`src/sv/obpe_pkg.sv`:
```
package obpe_pkg;

  localparam logic [23:0] RawLow  = 24'd419430;
  localparam logic [21:0] RawSpan = 22'd3355444;
  localparam logic [12:0] PFull   = 13'd4800;
  localparam logic [9:0]  HrMax   = 10'd1023;

  // p = floor(d * 4800 / 3355444) = floor(d * 1200 / 838861)
  localparam logic [10:0] ScaleMul   = 11'd1200;
  localparam logic [19:0] ScaleDiv   = 20'd838861;
  localparam logic [13:0] ScaleRecip = 14'd10239;  // floor(2^33 / 838861)

  typedef enum logic [1:0] {
    PH_IDLE = 2'd0,
    PH_INFL = 2'd1,
    PH_DEFL = 2'd2,
    PH_DONE = 2'd3
  } phase_e;

  typedef enum logic [1:0] {
    ADV_NONE = 2'd0,
    ADV_OK   = 2'd1,
    ADV_FAST = 2'd2,
    ADV_SLOW = 2'd3
  } advice_e;

  typedef enum logic [1:0] {
    ERR_OK    = 2'd0,
    ERR_NOPUL = 2'd1,
    ERR_SPAN  = 2'd2,
    ERR_OVF   = 2'd3
  } error_e;

  typedef enum logic [2:0] {
    CS_IDLE  = 3'd0,
    CS_SDIV  = 3'd1,
    CS_EVAL  = 3'd2,
    CS_HDIV  = 3'd3,
    CS_OUT   = 3'd4
  } ctrl_e;

  localparam logic [2:0] RegInflate = 3'd0;
  localparam logic [2:0] RegStop    = 3'd1;
  localparam logic [2:0] RegFloor   = 3'd2;
  localparam logic [2:0] RegCeil    = 3'd3;
  localparam logic [2:0] RegFast    = 3'd4;
  localparam logic [2:0] RegSlow    = 3'd5;
  localparam logic [2:0] RegBeats   = 3'd6;

  // controller to datapath
  typedef struct packed {
    logic load;        // capture request, start pressure scaling
    logic scale_step;  // one scaling stage
    logic div_step;    // one divider iteration
    logic eval;        // apply sample to measurement state
    logic hr_start;    // load heart rate division
    logic out_load;    // latch result register
  } cmd_t;

  // datapath to controller
  typedef struct packed {
    logic scale_done;
    logic div_done;
    logic need_hr;
  } status_t;

endpackage

```
`src/sv/obpe_ctrl.sv`:
```
module obpe_ctrl
  import obpe_pkg::*;
(
  input  logic    clk_i,
  input  logic    rst_ni,
  input  logic    in_fire_i,
  input  logic    out_free_i,
  input  status_t stat_i,
  output cmd_t    cmd_o,
  output logic    busy_o
);

  ctrl_e state_q, state_d;

  always_ff @(posedge clk_i or negedge rst_ni) begin
    if (!rst_ni) state_q <= CS_IDLE;
    else         state_q <= state_d;
  end

  always_comb begin
    state_d = state_q;
    case (state_q)
      CS_IDLE: if (in_fire_i) state_d = CS_SDIV;
      CS_SDIV: if (stat_i.scale_done) state_d = CS_EVAL;
      CS_EVAL: state_d = stat_i.need_hr ? CS_HDIV : CS_OUT;
      CS_HDIV: if (stat_i.div_done) state_d = CS_OUT;
      CS_OUT:  if (out_free_i) state_d = CS_IDLE;
      default: state_d = CS_IDLE;
    endcase
  end

  always_comb begin
    cmd_o = '0;
    busy_o = 1'b1;
    case (state_q)
      CS_IDLE: begin
        busy_o = 1'b0;
        cmd_o.load = in_fire_i;
      end
      CS_SDIV: cmd_o.scale_step = !stat_i.scale_done;
      CS_EVAL: begin
        cmd_o.eval = 1'b1;
        cmd_o.hr_start = stat_i.need_hr;
      end
      CS_HDIV: cmd_o.div_step = !stat_i.div_done;
      CS_OUT:  cmd_o.out_load = out_free_i;
      default: ;
    endcase
  end

`ifndef SYNTHESIS
  a_eval_after_div: assert property (@(posedge clk_i) disable iff (!rst_ni)
    cmd_o.eval |-> $past(state_q) == CS_SDIV) else $error("eval without division");
  a_no_load_busy: assert property (@(posedge clk_i) disable iff (!rst_ni)
    cmd_o.load |-> state_q == CS_IDLE) else $error("load while busy");
  a_out_once: assert property (@(posedge clk_i) disable iff (!rst_ni)
    cmd_o.out_load |=> state_q == CS_IDLE) else $error("output not closed");
`endif

endmodule

```
`src/sv/obpe_dp.sv`:
```
module obpe_dp
  import obpe_pkg::*;
#(
  parameter int MaxSamples = 1024
) (
  input  logic        clk_i,
  input  logic        rst_ni,
  input  cmd_t        cmd_i,
  output status_t     stat_o,
  input  logic        op_i,
  input  logic [23:0] raw_i,
  input  logic [12:0] inflate_target_i,
  input  logic [12:0] stop_level_i,
  input  logic [12:0] search_floor_i,
  input  logic [12:0] window_ceiling_i,
  input  logic [12:0] fast_limit_i,
  input  logic [12:0] slow_limit_i,
  input  logic [15:0] beats_scale_i,
  output logic [12:0] pressure_o,
  output logic [1:0]  phase_o,
  output logic [1:0]  rate_advice_o,
  output logic        measurement_done_o,
  output logic [1:0]  result_error_o,
  output logic [12:0] systolic_o,
  output logic [12:0] mean_pressure_o,
  output logic [12:0] diastolic_o,
  output logic [9:0]  heart_rate_o
);

  localparam int IW = $clog2(MaxSamples + 1);
  localparam int NW = 16 + IW;
  localparam int DW = IW;
  localparam int CW = $clog2(NW + 1);
  localparam logic [IW-1:0] MaxIdx = IW'(MaxSamples);

  // heart rate restoring divider
  logic [NW-1:0] num_q;
  logic [DW:0]   rem_q;
  logic [DW-1:0] den_q;
  logic [CW-1:0] cnt_q;
  logic          op_q;
  logic [12:0]   p_q;

  // pressure scaling stages
  logic [31:0] sx_q;
  logic [12:0] sq_q;
  logic [1:0]  sc_cnt_q;

  phase_e      phase_q;
  logic [12:0] last_q, firstp_q, peakd_q, peakp_q;
  logic [IW-1:0] idx_q, firsti_q, peaki_q, pos_q, cpk_q;
  logic        ffound_q, closed_q;

  // result staging
  logic [12:0] r_p_q, r_sys_q, r_mean_q, r_dia_q;
  logic [1:0]  r_adv_q, r_err_q;
  logic        r_done_q, r_hr_q;

  logic [DW:0]   trial;
  logic          fits;
  logic [NW-1:0] num_d;
  logic [DW:0]   rem_d;
  always_comb begin
    trial = {rem_q[DW-1:0], num_q[NW-1]};
    fits  = trial >= {1'b0, den_q};
    rem_d = fits ? trial - {1'b0, den_q} : trial;
    num_d = {num_q[NW-2:0], fits};
  end

  assign stat_o.div_done = (cnt_q == '0);

  // offset clamped to the full span, reciprocal estimate then one correction
  logic [23:0] d_raw;
  logic [21:0] d_clamp;
  always_comb begin
    d_raw = raw_i - RawLow;
    if (raw_i <= RawLow) d_clamp = '0;
    else if (d_raw >= 24'(RawSpan)) d_clamp = RawSpan;
    else d_clamp = d_raw[21:0];
  end

  logic [45:0] s_prod;
  logic [31:0] s_rem;
  assign s_prod = 46'(sx_q) * 46'(ScaleRecip);
  assign s_rem  = sx_q - 32'(sq_q) * 32'(ScaleDiv);
  assign stat_o.scale_done = (sc_cnt_q == 2'd0);

  logic [12:0] p_now;
  assign p_now = op_q ? p_q : 13'd0;

  logic signed [13:0] diff;
  logic [12:0] mag;
  logic pos, in_win;
  assign diff   = $signed({1'b0, p_now}) - $signed({1'b0, last_q});
  assign mag    = diff[13] ? 13'(-diff) : diff[12:0];
  assign pos    = !diff[13] && (diff != '0);
  assign in_win = p_now < window_ceiling_i;

  // what the eval step decides
  logic fin, ovf, nopul, span0, defl_diff;
  logic [IW-1:0] span;
  logic [IW-1:0] cnt_eff;
  always_comb begin
    fin = 1'b0; ovf = 1'b0; defl_diff = 1'b0;
    if (op_q && phase_q == PH_DEFL) begin
      if (p_now < stop_level_i) fin = 1'b1;
      else if (idx_q == '0) fin = 1'b0;
      else if (idx_q >= MaxIdx) begin fin = 1'b1; ovf = 1'b1; end
      else defl_diff = 1'b1;
    end
    nopul = !ffound_q || (peakd_q == '0);
    span  = peaki_q - firsti_q;
    span0 = (span == '0);
    cnt_eff = cpk_q;
  end
  assign stat_o.need_hr = fin && !ovf && !nopul && !span0 && (beats_scale_i != '0);

  logic [14:0] tri3;
  logic signed [15:0] dia_w;
  logic [12:0] dia_s;
  always_comb begin
    tri3  = 15'(peakp_q) * 15'd3;
    dia_w = $signed({1'b0, tri3}) - $signed({3'b0, firstp_q});
    dia_w = dia_w >>> 1;
    if (dia_w < 0) dia_s = '0;
    else if (dia_w > $signed({3'b0, PFull})) dia_s = PFull;
    else dia_s = dia_w[12:0];
  end

  always_ff @(posedge clk_i) begin
    if (cmd_i.load) begin
      op_q <= op_i;
      sx_q <= 32'(d_clamp) * 32'(ScaleMul);
      sc_cnt_q <= 2'd2;
    end else if (cmd_i.scale_step) begin
      sc_cnt_q <= sc_cnt_q - 1'b1;
      if (sc_cnt_q == 2'd2) sq_q <= s_prod[45:33];
      else p_q <= (s_rem >= 32'(ScaleDiv)) ? sq_q + 1'b1 : sq_q;
    end
    if (cmd_i.hr_start) begin
      rem_q <= '0;
      cnt_q <= CW'(NW);
      den_q <= DW'(span);
      num_q <= NW'(beats_scale_i) * NW'(cnt_eff);
    end else if (cmd_i.div_step) begin
      rem_q <= rem_d;
      num_q <= num_d;
      cnt_q <= cnt_q - 1'b1;
    end
    if (cmd_i.eval) begin
      r_p_q <= p_now;
      r_adv_q <= ADV_NONE;
      r_done_q <= fin;
      r_err_q <= ERR_OK;
      r_sys_q <= '0; r_mean_q <= '0; r_dia_q <= '0;
      r_hr_q <= 1'b0;
      if (defl_diff) begin
        if (mag > fast_limit_i) r_adv_q <= ADV_FAST;
        else if (mag < slow_limit_i) r_adv_q <= ADV_SLOW;
        else r_adv_q <= ADV_OK;
      end
      if (fin) begin
        if (ovf) r_err_q <= ERR_OVF;
        else if (nopul) r_err_q <= ERR_NOPUL;
        else begin
          r_err_q <= span0 ? ERR_SPAN : ERR_OK;
          r_sys_q <= firstp_q; r_mean_q <= peakp_q; r_dia_q <= dia_s;
          r_hr_q <= stat_o.need_hr;
        end
      end
    end
    if (cmd_i.out_load) begin
      pressure_o <= r_p_q;
      rate_advice_o <= r_adv_q;
      measurement_done_o <= r_done_q;
      result_error_o <= r_err_q;
      systolic_o <= r_sys_q;
      mean_pressure_o <= r_mean_q;
      diastolic_o <= r_dia_q;
      phase_o <= phase_q;
      if (!r_hr_q) heart_rate_o <= '0;
      else if (num_q > NW'(HrMax)) heart_rate_o <= HrMax;
      else heart_rate_o <= num_q[9:0];
    end
  end

  always_ff @(posedge clk_i or negedge rst_ni) begin
    if (!rst_ni) begin
      phase_q <= PH_IDLE;
      last_q <= '0; firstp_q <= '0; peakd_q <= '0; peakp_q <= '0;
      idx_q <= '0; firsti_q <= '0; peaki_q <= '0; pos_q <= '0; cpk_q <= '0;
      ffound_q <= 1'b0; closed_q <= 1'b0;
    end else if (cmd_i.eval) begin
      if (!op_q) begin
        phase_q <= PH_INFL;
        last_q <= '0; firstp_q <= '0; peakd_q <= '0; peakp_q <= '0;
        idx_q <= '0; firsti_q <= '0; peaki_q <= '0; pos_q <= '0; cpk_q <= '0;
        ffound_q <= 1'b0; closed_q <= 1'b0;
      end else if (phase_q == PH_INFL) begin
        if (p_now > inflate_target_i) phase_q <= PH_DEFL;
      end else if (phase_q == PH_DEFL) begin
        if (fin) phase_q <= PH_DONE;
        else if (idx_q == '0) begin
          last_q <= p_now;
          idx_q <= IW'(1);
        end else begin
          logic ff;
          logic [IW-1:0] pc;
          ff = ffound_q;
          pc = pos_q;
          if (!ffound_q && pos && in_win) begin
            ff = 1'b1; firsti_q <= idx_q; firstp_q <= p_now; pc = '0;
          end
          if (ff && pos) pc = pc + 1'b1;
          ffound_q <= ff;
          pos_q <= pc;
          if (!closed_q) begin
            if (p_now < search_floor_i) closed_q <= 1'b1;
            else if (pos && diff[12:0] > peakd_q && in_win) begin
              peaki_q <= idx_q; peakd_q <= diff[12:0]; peakp_q <= p_now; cpk_q <= pc;
            end
          end
          last_q <= p_now;
          idx_q <= idx_q + 1'b1;
        end
      end
    end
  end

`ifndef SYNTHESIS
  a_idx_bound: assert property (@(posedge clk_i) disable iff (!rst_ni)
    idx_q <= MaxIdx) else $error("sample index overrun");
  a_span_order: assert property (@(posedge clk_i) disable iff (!rst_ni)
    (ffound_q && peakd_q != '0) |-> peaki_q >= firsti_q) else $error("peak before systolic");
  a_done_phase: assert property (@(posedge clk_i) disable iff (!rst_ni)
    (cmd_i.eval && fin) |=> phase_q == PH_DONE) else $error("finish without done");
`endif

endmodule

```
`src/sv/oscillometric_bp_estimator_top.sv`:
```
// per request: pressure scaling (reciprocal estimate, then one correction), eval and
// output load, with the 27-step heart rate division between eval and output load when
// the ending request yields a heart rate (plus output wait); one request at a time
// input stall is high from acceptance until the result register is loaded
// rst_ni is asynchronous active low: phase idle, measurement state zero,
// registers at their reset values, no result pending
module oscillometric_bp_estimator_top
  import obpe_pkg::*;
#(
  parameter int MAX_SAMPLES = 1024
) (
  input  logic        clk_i,
  input  logic        rst_ni,
  // input channel
  input  logic        in_valid_i,
  output logic        in_stall_o,
  input  logic        operation_i,
  input  logic [23:0] raw_count_i,
  // output channel
  output logic        out_valid_o,
  input  logic        out_stall_i,
  output logic [12:0] pressure_o,
  output logic [1:0]  phase_o,
  output logic [1:0]  rate_advice_o,
  output logic        measurement_done_o,
  output logic [1:0]  result_error_o,
  output logic [12:0] systolic_o,
  output logic [12:0] mean_pressure_o,
  output logic [12:0] diastolic_o,
  output logic [9:0]  heart_rate_o,
  // configuration port
  input  logic        psel,
  input  logic        penable,
  input  logic        pwrite,
  input  logic [4:0]  paddr,
  input  logic [31:0] pwdata,
  output logic [31:0] prdata,
  output logic        pready
);

  logic [12:0] infl_q, stop_q, floor_q, ceil_q, fast_q, slow_q;
  logic [15:0] beats_q;
  logic [2:0]  reg_idx;
  logic        wr_en;

  assign pready  = 1'b1;
  assign reg_idx = paddr[4:2];
  assign wr_en   = psel && penable && pwrite;

  // register writes, out of range addresses ignored
  always_ff @(posedge clk_i or negedge rst_ni) begin
    if (!rst_ni) begin
      infl_q <= 13'd2400; stop_q <= 13'd480; floor_q <= 13'd800;
      ceil_q <= 13'd2400; fast_q <= 13'd16; slow_q <= 13'd4; beats_q <= 16'd240;
    end else if (wr_en) begin
      case (reg_idx)
        RegInflate: infl_q  <= pwdata[12:0];
        RegStop:    stop_q  <= pwdata[12:0];
        RegFloor:   floor_q <= pwdata[12:0];
        RegCeil:    ceil_q  <= pwdata[12:0];
        RegFast:    fast_q  <= pwdata[12:0];
        RegSlow:    slow_q  <= pwdata[12:0];
        RegBeats:   beats_q <= pwdata[15:0];
        default: ;
      endcase
    end
  end

  // register readback
  always_comb begin
    prdata = '0;
    case (reg_idx)
      RegInflate: prdata = 32'(infl_q);
      RegStop:    prdata = 32'(stop_q);
      RegFloor:   prdata = 32'(floor_q);
      RegCeil:    prdata = 32'(ceil_q);
      RegFast:    prdata = 32'(fast_q);
      RegSlow:    prdata = 32'(slow_q);
      RegBeats:   prdata = 32'(beats_q);
      default:    prdata = '0;
    endcase
  end

  // output register occupancy
  logic out_valid_q, out_free, busy, in_fire;
  cmd_t cmd;
  status_t stat;

  assign out_free   = !out_valid_q || !out_stall_i;
  assign in_stall_o = busy;
  assign in_fire    = in_valid_i && !busy;
  assign out_valid_o = out_valid_q;

  always_ff @(posedge clk_i or negedge rst_ni) begin
    if (!rst_ni) out_valid_q <= 1'b0;
    else if (cmd.out_load) out_valid_q <= 1'b1;
    else if (!out_stall_i) out_valid_q <= 1'b0;
  end

  obpe_ctrl u_ctrl (
    .clk_i,
    .rst_ni,
    .in_fire_i  (in_fire),
    .out_free_i (out_free),
    .stat_i     (stat),
    .cmd_o      (cmd),
    .busy_o     (busy)
  );

  obpe_dp #(.MaxSamples(MAX_SAMPLES)) u_dp (
    .clk_i,
    .rst_ni,
    .cmd_i              (cmd),
    .stat_o             (stat),
    .op_i               (operation_i),
    .raw_i              (raw_count_i),
    .inflate_target_i   (infl_q),
    .stop_level_i       (stop_q),
    .search_floor_i     (floor_q),
    .window_ceiling_i   (ceil_q),
    .fast_limit_i       (fast_q),
    .slow_limit_i       (slow_q),
    .beats_scale_i      (beats_q),
    .pressure_o,
    .phase_o,
    .rate_advice_o,
    .measurement_done_o,
    .result_error_o,
    .systolic_o,
    .mean_pressure_o,
    .diastolic_o,
    .heart_rate_o
  );

`ifndef SYNTHESIS
  a_stall_busy: assert property (@(posedge clk_i) disable iff (!rst_ni)
    cmd.load |=> in_stall_o) else $error("accepted while busy");
  a_out_hold: assert property (@(posedge clk_i) disable iff (!rst_ni)
    (out_valid_o && out_stall_i) |=> out_valid_o) else $error("result dropped");
  a_load_free: assert property (@(posedge clk_i) disable iff (!rst_ni)
    cmd.out_load |-> out_free) else $error("result overwritten");
`endif

endmodule

```
`config.mk`:
```
export PLATFORM = sky130hd
export DESIGN_NAME = oscillometric_bp_estimator_top
export DESIGN_NICKNAME = d
export VERILOG_FILES = /design/src/sv/obpe_pkg.sv /design/src/sv/obpe_ctrl.sv /design/src/sv/obpe_dp.sv /design/src/sv/oscillometric_bp_estimator_top.sv
export SDC_FILE = /design/constraint.sdc
export NUM_CORES = 2
export LEC_CHECK = 0
export ABC_AREA = 1
export BUFFER_PORTS_ARGS = -buffer_cell sky130_fd_sc_hd__buf_2
export CAP_MARGIN = 30
export CORE_MARGIN = 2
export CORE_UTILIZATION = 35
export CTS_CLUSTER_DIAMETER = 100
export DETAILED_ROUTE_END_ITERATION = 8
export GPL_ROUTABILITY_DRIVEN = 0
export REMOVE_ABC_BUFFERS = 1
export SETUP_SLACK_MARGIN = 0.4
export SLEW_MARGIN = 20
export SYNTH_ARGS = -nofsm -noshare
export SYNTH_HDL_FRONTEND = slang
export SYNTH_SLANG_ARGS = --single-unit
```
`constraint.sdc`:
```
create_clock -name clk_i -period 8.1 [get_ports clk_i]
set_clock_uncertainty 0.2 [all_clocks]
set_input_delay 2.025 -clock clk_i [delete_from_list [all_inputs] [get_ports clk_i]]
set_output_delay 2.025 -clock clk_i [all_outputs]
set_load 0.1 [all_outputs]
```
# Yosys cells after proc, flatten, opt, wreduce, memory -nomap -nowiden
# Index checks and enable logic that the tools add are counted.
# word_totals
reg_bits,447
in_bits,69
out_inout_bits,104
word_cells,298
# op_classes
n_addsub,12
multipliers,5
order_cmp,15
n_eq_ne,29
mux,130
bitwise_logic,4
n_reduce_logical,54
# op_table
operator,n
2-to-1 mux 11 bit,41
2-to-1 mux 13 bit,30
case mux 16 bit (7 select lines),1
2-to-1 mux 27 bit,2
< comparator 13 bit,4
2-to-1 mux 22 bit,2
"multiplier 28 x 14 -> 42 bit, second input constant",1
> comparator 13 bit,3
2-to-1 mux 1 bit,36
">= comparator 32 x 20 -> 1 bit, second input constant",1
"multiplier 13 x 20 -> 32 bit, second input constant",1
subtractor 32 bit,1
"multiplier 22 x 7 -> 28 bit, second input constant",1
"> comparator 27 x 10 -> 1 bit, second input constant",1
multiplier 16 x 11 -> 27 bit,1
">= comparator 24 x 22 -> 1 bit, second input constant",1
"<= comparator 24 x 19 -> 1 bit, second input constant",1
"subtractor 24 x 19 -> 24 bit, second input constant",1
"adder 11 x 1 -> 11 bit, second input constant",2
logical NOT 11 bit,2
2-to-1 mux 2 bit,11
subtractor 11 bit,2
"!= test 2 bit, second input constant",8
nonzero test 16 bit,1
41 further kinds,94

# Longest topological paths before layout
# logic_depth
depth_word,23
mapped_depth,37
depth_no_buf,36

# Cells and area by module
# From an unflattened synthesis, not the netlist that was laid out.
# hier_totals
cells_unflattened,5219
hier_area_um2,45185.8
# by_module_without_submodules
module,n_inst,cells_each,area_each_um2,seq_area_each_um2
obpe_dp,1,4544,39934.6,9744.3
oscillometric_bp_estimator_top,1,640,5019.8,2403.6
obpe_ctrl,1,35,231.5,75.1

# Worst setup path before layout
# Ideal clock, no wire load.
# synth_path
path_type,input to register
start,input raw_count_i[1]
end,register u_dp.sx_q[29] (data pin)
setup_ps,262
arrival_ps,7343
t_required_ps,7638
path_slack_ps,295
stages,33
n_path_buf,1
cell_sequence,ha_1 nor2_1 nand2_1 nand2_1 a21oi_2 or2_2 xor2_1 nor2_1 nand2_1 nand3b_1 nand2_1 nand3_1 nand2_2 buf_4 inv_4 nor2_1 nor2_1 ha_1 ha_1 fa_1 inv_1 fa_1 inv_1 ha_1 a21oi_1 o21ai_0 nor2_1 o21ai_1 a21oi_1 o21ai_1 a21oi_1 o21ai_1 xor2_1
# synth_via
elab_chain_len,5
elab_cells_between_ends,6
cone_classes,add/sub (1); mul (1); order compare (2); mux (2)
# synth_lines
element,line,rtl
"start, declared",oscillometric_bp_estimator_top.sv:18,"input logic [23:0] raw_count_i,"
subtractor 24 x 19 -> 24 bit,obpe_dp.sv:76,d_raw = raw_i - RawLow;
>= comparator 24 x 22 -> 1 bit,obpe_dp.sv:78,else if (d_raw >= 24'(RawSpan)) d_clamp = RawSpan;
2-to-1 mux 22 bit,obpe_dp.sv:78,
2-to-1 mux 22 bit (*),obpe_dp.sv:77,if (raw_i <= RawLow) d_clamp = '0;
multiplier 22 x 7 -> 28 bit (*),obpe_dp.sv:133,sx_q <= 32'(d_clamp) * 32'(ScaleMul);
"end signal, assigned",obpe_dp.sv:133,
"end, declared",obpe_dp.sv:45,logic [31:0] sx_q;
# Mark *: on every way between the ends. The rest lies on a longest branch, timed or not.
# A chain may end at the register's enable or synchronous reset.

# Worst setup path in the final report
# layout_path
start,input raw_count_i[1]
end,register u_dp.sx_q[28] (data pin)
# Same word-level chain as after synthesis.

==> out/qor.csv <==
metric,value,unit
outcome,"finished, final reports clean",
dominant cells by area after synthesis,"fa_1 (21%), edfxtp_1 (15%), ha_1 (14%), dfrtp_1 (11%), inv_1 (8.9%)",
Synth area leader,fa_1,
Clock Pin Slew Worst Setup and Hold Paths,0.06,ns
initial antenna violation count,5,
GRT Total Usage,17.1,%
Die Span X,360,um
Avg Vias per Cell,4.83,
Util after Layout,39.0,%
WP data required,8.27,ns
critical path's largest stage delay,0.54,ns
first-pass GRT wire length,179000,um
routed len/inst,15.9,um
clock latency on the worst-skew pair,0.66,ns
count of different cell masters after synthesis,76,
Crit path arrival time,7.43,ns
die footprint,0.130,mm^2
Post-DP Area,0.0472,mm^2
"EDFF count, synth",220,
top_reg_cell synth,edfxtp_1,
Final Critical Period,7.26,ns
Total Wirelength,110000,um
Core Region,0.126,mm^2
synth warn,0,
max FFs per register,28,
fmax,138,MHz
Die Ht,360,um
CTS buffer count,54,
root buf cell,clkbuf_16,
Slew HR,36.1,%
Port Buffers,137,
Nets,6224,
largest net degree at the start of global routing,109,
crit path max fanout,8,
cts hold-fix bufs,0,
vias in the first global route,34000,
CTS resizes,0,
total of max-cap violations,0,
fraction of registers with async set/reset,46.8,%
Worst path most repeated cell,nand2_1,
Sink Count,447,
FILL cells,12600,
Tightest Hold Check Type,flop to flop,
Via Count,33300,
post-synthesis cell count,5030,
fraction of layout cells with a size suffix above 1,7.97,%
I/O pins,173,
setup bufs post-CTS,0,
initial DRC count,1877,
Initial Utilization,35.3,%
Cell Rows,130,
WS Path Type,primary input to flop,
H-Tree Depth,2,
Post-Syn Area,0.0443,mm^2
post-route cell area,0.0491,mm^2
Clock Path Buffers,3,
sequential area share after synthesis,27.6,%
RSZ-0062 raised after global routing,yes,
Detail Route Antenna Nets,0,
final count of pins violating max slew,0,
DRC viols,0,
top cell type's share of synthesized area,20.7,%
area grow syn2layout,10.7,%
Top Registers,"u_dp.sx_q: 28 flops, u_dp.num_q: 27 flops, beats_q: 16 flops",
Worst path slowest cell,fa_1,
"Most flops, register",u_dp.sx_q,
1st-pass router iterations,6,
setup_tns,0,ns
hold slack,0.202,ns
post-DP HPWL,89500,um
Worst-Margin Slew,0.958,ns
# setup viols final,0,
Syn Area/Cell,8.81,um^2
total gr overflow,0,
Crit. End Element,flop,
crit start category,primary input,
Final period util,89.6,%
"Hold Vio Cnt, Final",0,
CTS tree,done,
Synth Register Bits,447,
## placed cells by master, fill, tap and decap left out, types with 31 or more instances in the layout
cell,instances
inv_1,1049
nand2_1,952
ha_1,499
fa_1,459
o21ai_0,271
a21oi_1,250
nor2_1,237
edfxtp_1,220
dfrtp_1,188
nand3_1,141
buf_2,137
xor2_1,113
buf_4,76
nand4_1,66
o21ai_1,61
clkbuf_16,54
xnor2_1,44
nor3_1,43
o22ai_1,31
## final cells by class
type	instances	area (um^2)	area share, %
inverters	1059	3980	8.11
multi-input cells	3417	27600	56.3
clock buffers	71	1490	3.03
well taps	1650	2060	4.21
diodes	2	5.00	0.0102
clock inverters	31	333	0.678
flip-flops and latches	447	12200	24.9
repair buffers	218	1350	2.74
## logic make-up after synthesis
group,synth area share (%)
adder cells (fa/ha/maj),34.8
buffers and inverters,10.4
AO/OA/AOI/OAI,9.42
XOR/XNOR,3.10
flip-flops,27.6
other,0.0169
AND/OR/NAND/NOR,14.7
## stage by stage
step                      instances  setup WS [ns]
after floorplan                4923          0.345
after global placement         6785          0.113
after detailed placement       6789         0.0558
after CTS                      6891          0.711
after global routing           6893          0.348
final                          6895          0.842
## cells in the mapped netlist (9+ instances only)
cell type	count
a21oi_1	255
a31oi_1	15
ha_1	499
nor3_1	44
o211ai_1	9
o21bai_1	13
a21o_1	13
o21a_1	10
dfxtp_1	18
nand3_2	10
xor2_1	113
o21ai_0	273
nand4_1	66
dfstp_2	21
buf_4	24
xnor2_1	44
clkbuf_1	77
dfrtp_1	188
nor2_1	241
edfxtp_1	220
fa_1	459
o21ai_1	61
nand3b_1	12
nand3_1	141
buf_2	10
nand2_1	952
o22ai_1	31
nor4_1	14
inv_1	1049
nand2_2	23
## metal layers
metal / GRT usage [%] / up-vias / part of all wire, %
li1: - / 16400 / -
met1: 21.3 / 16100 / 43
met2: 30.5 / 662 / 49
met3: 2.48 / 153 / 4.7
met4: 4.86 / 6 / 2.9
met5: 0 / - / 0.029
## critical path: cells and delay by family
kind,cells,cell delay [ns]
buffers and inverters,7,0.71
adders and majority gates,6,2.17
xor gates and xnor gates,2,0.34
AOI/OAI and AO/OA,9,1.19
and+or+nand+nor,11,0.97
## final timing paths
path,startpoint,end,slack [ns],cells after the start
min reg2reg,u_dp.r_sys_q[0]$_SDFFCE_PP0N_,u_dp.systolic_o[0]$_DFFE_PP_,0.20,0
max reg2reg,u_dp.sq_q[5]$_DFFE_PP_,u_dp.p_q[1]$_DFFE_PP_,1.12,24
min in group asynchronous,rst_ni,beats_q[13]$_DFFE_PN0P_,1.17,1
max,raw_count_i[1],u_dp.sx_q[28]$_DFFE_PP_,0.84,35
max in group asynchronous,rst_ni,floor_q[9]$_DFFE_PN1P_,5.33,3
min,u_dp.r_sys_q[0]$_SDFFCE_PP0N_,u_dp.systolic_o[0]$_DFFE_PP_,0.20,0
Power is left out: the tool's default activity adds up to more than one toggle a clock period on the data nets, which glitch-free logic cannot reach.
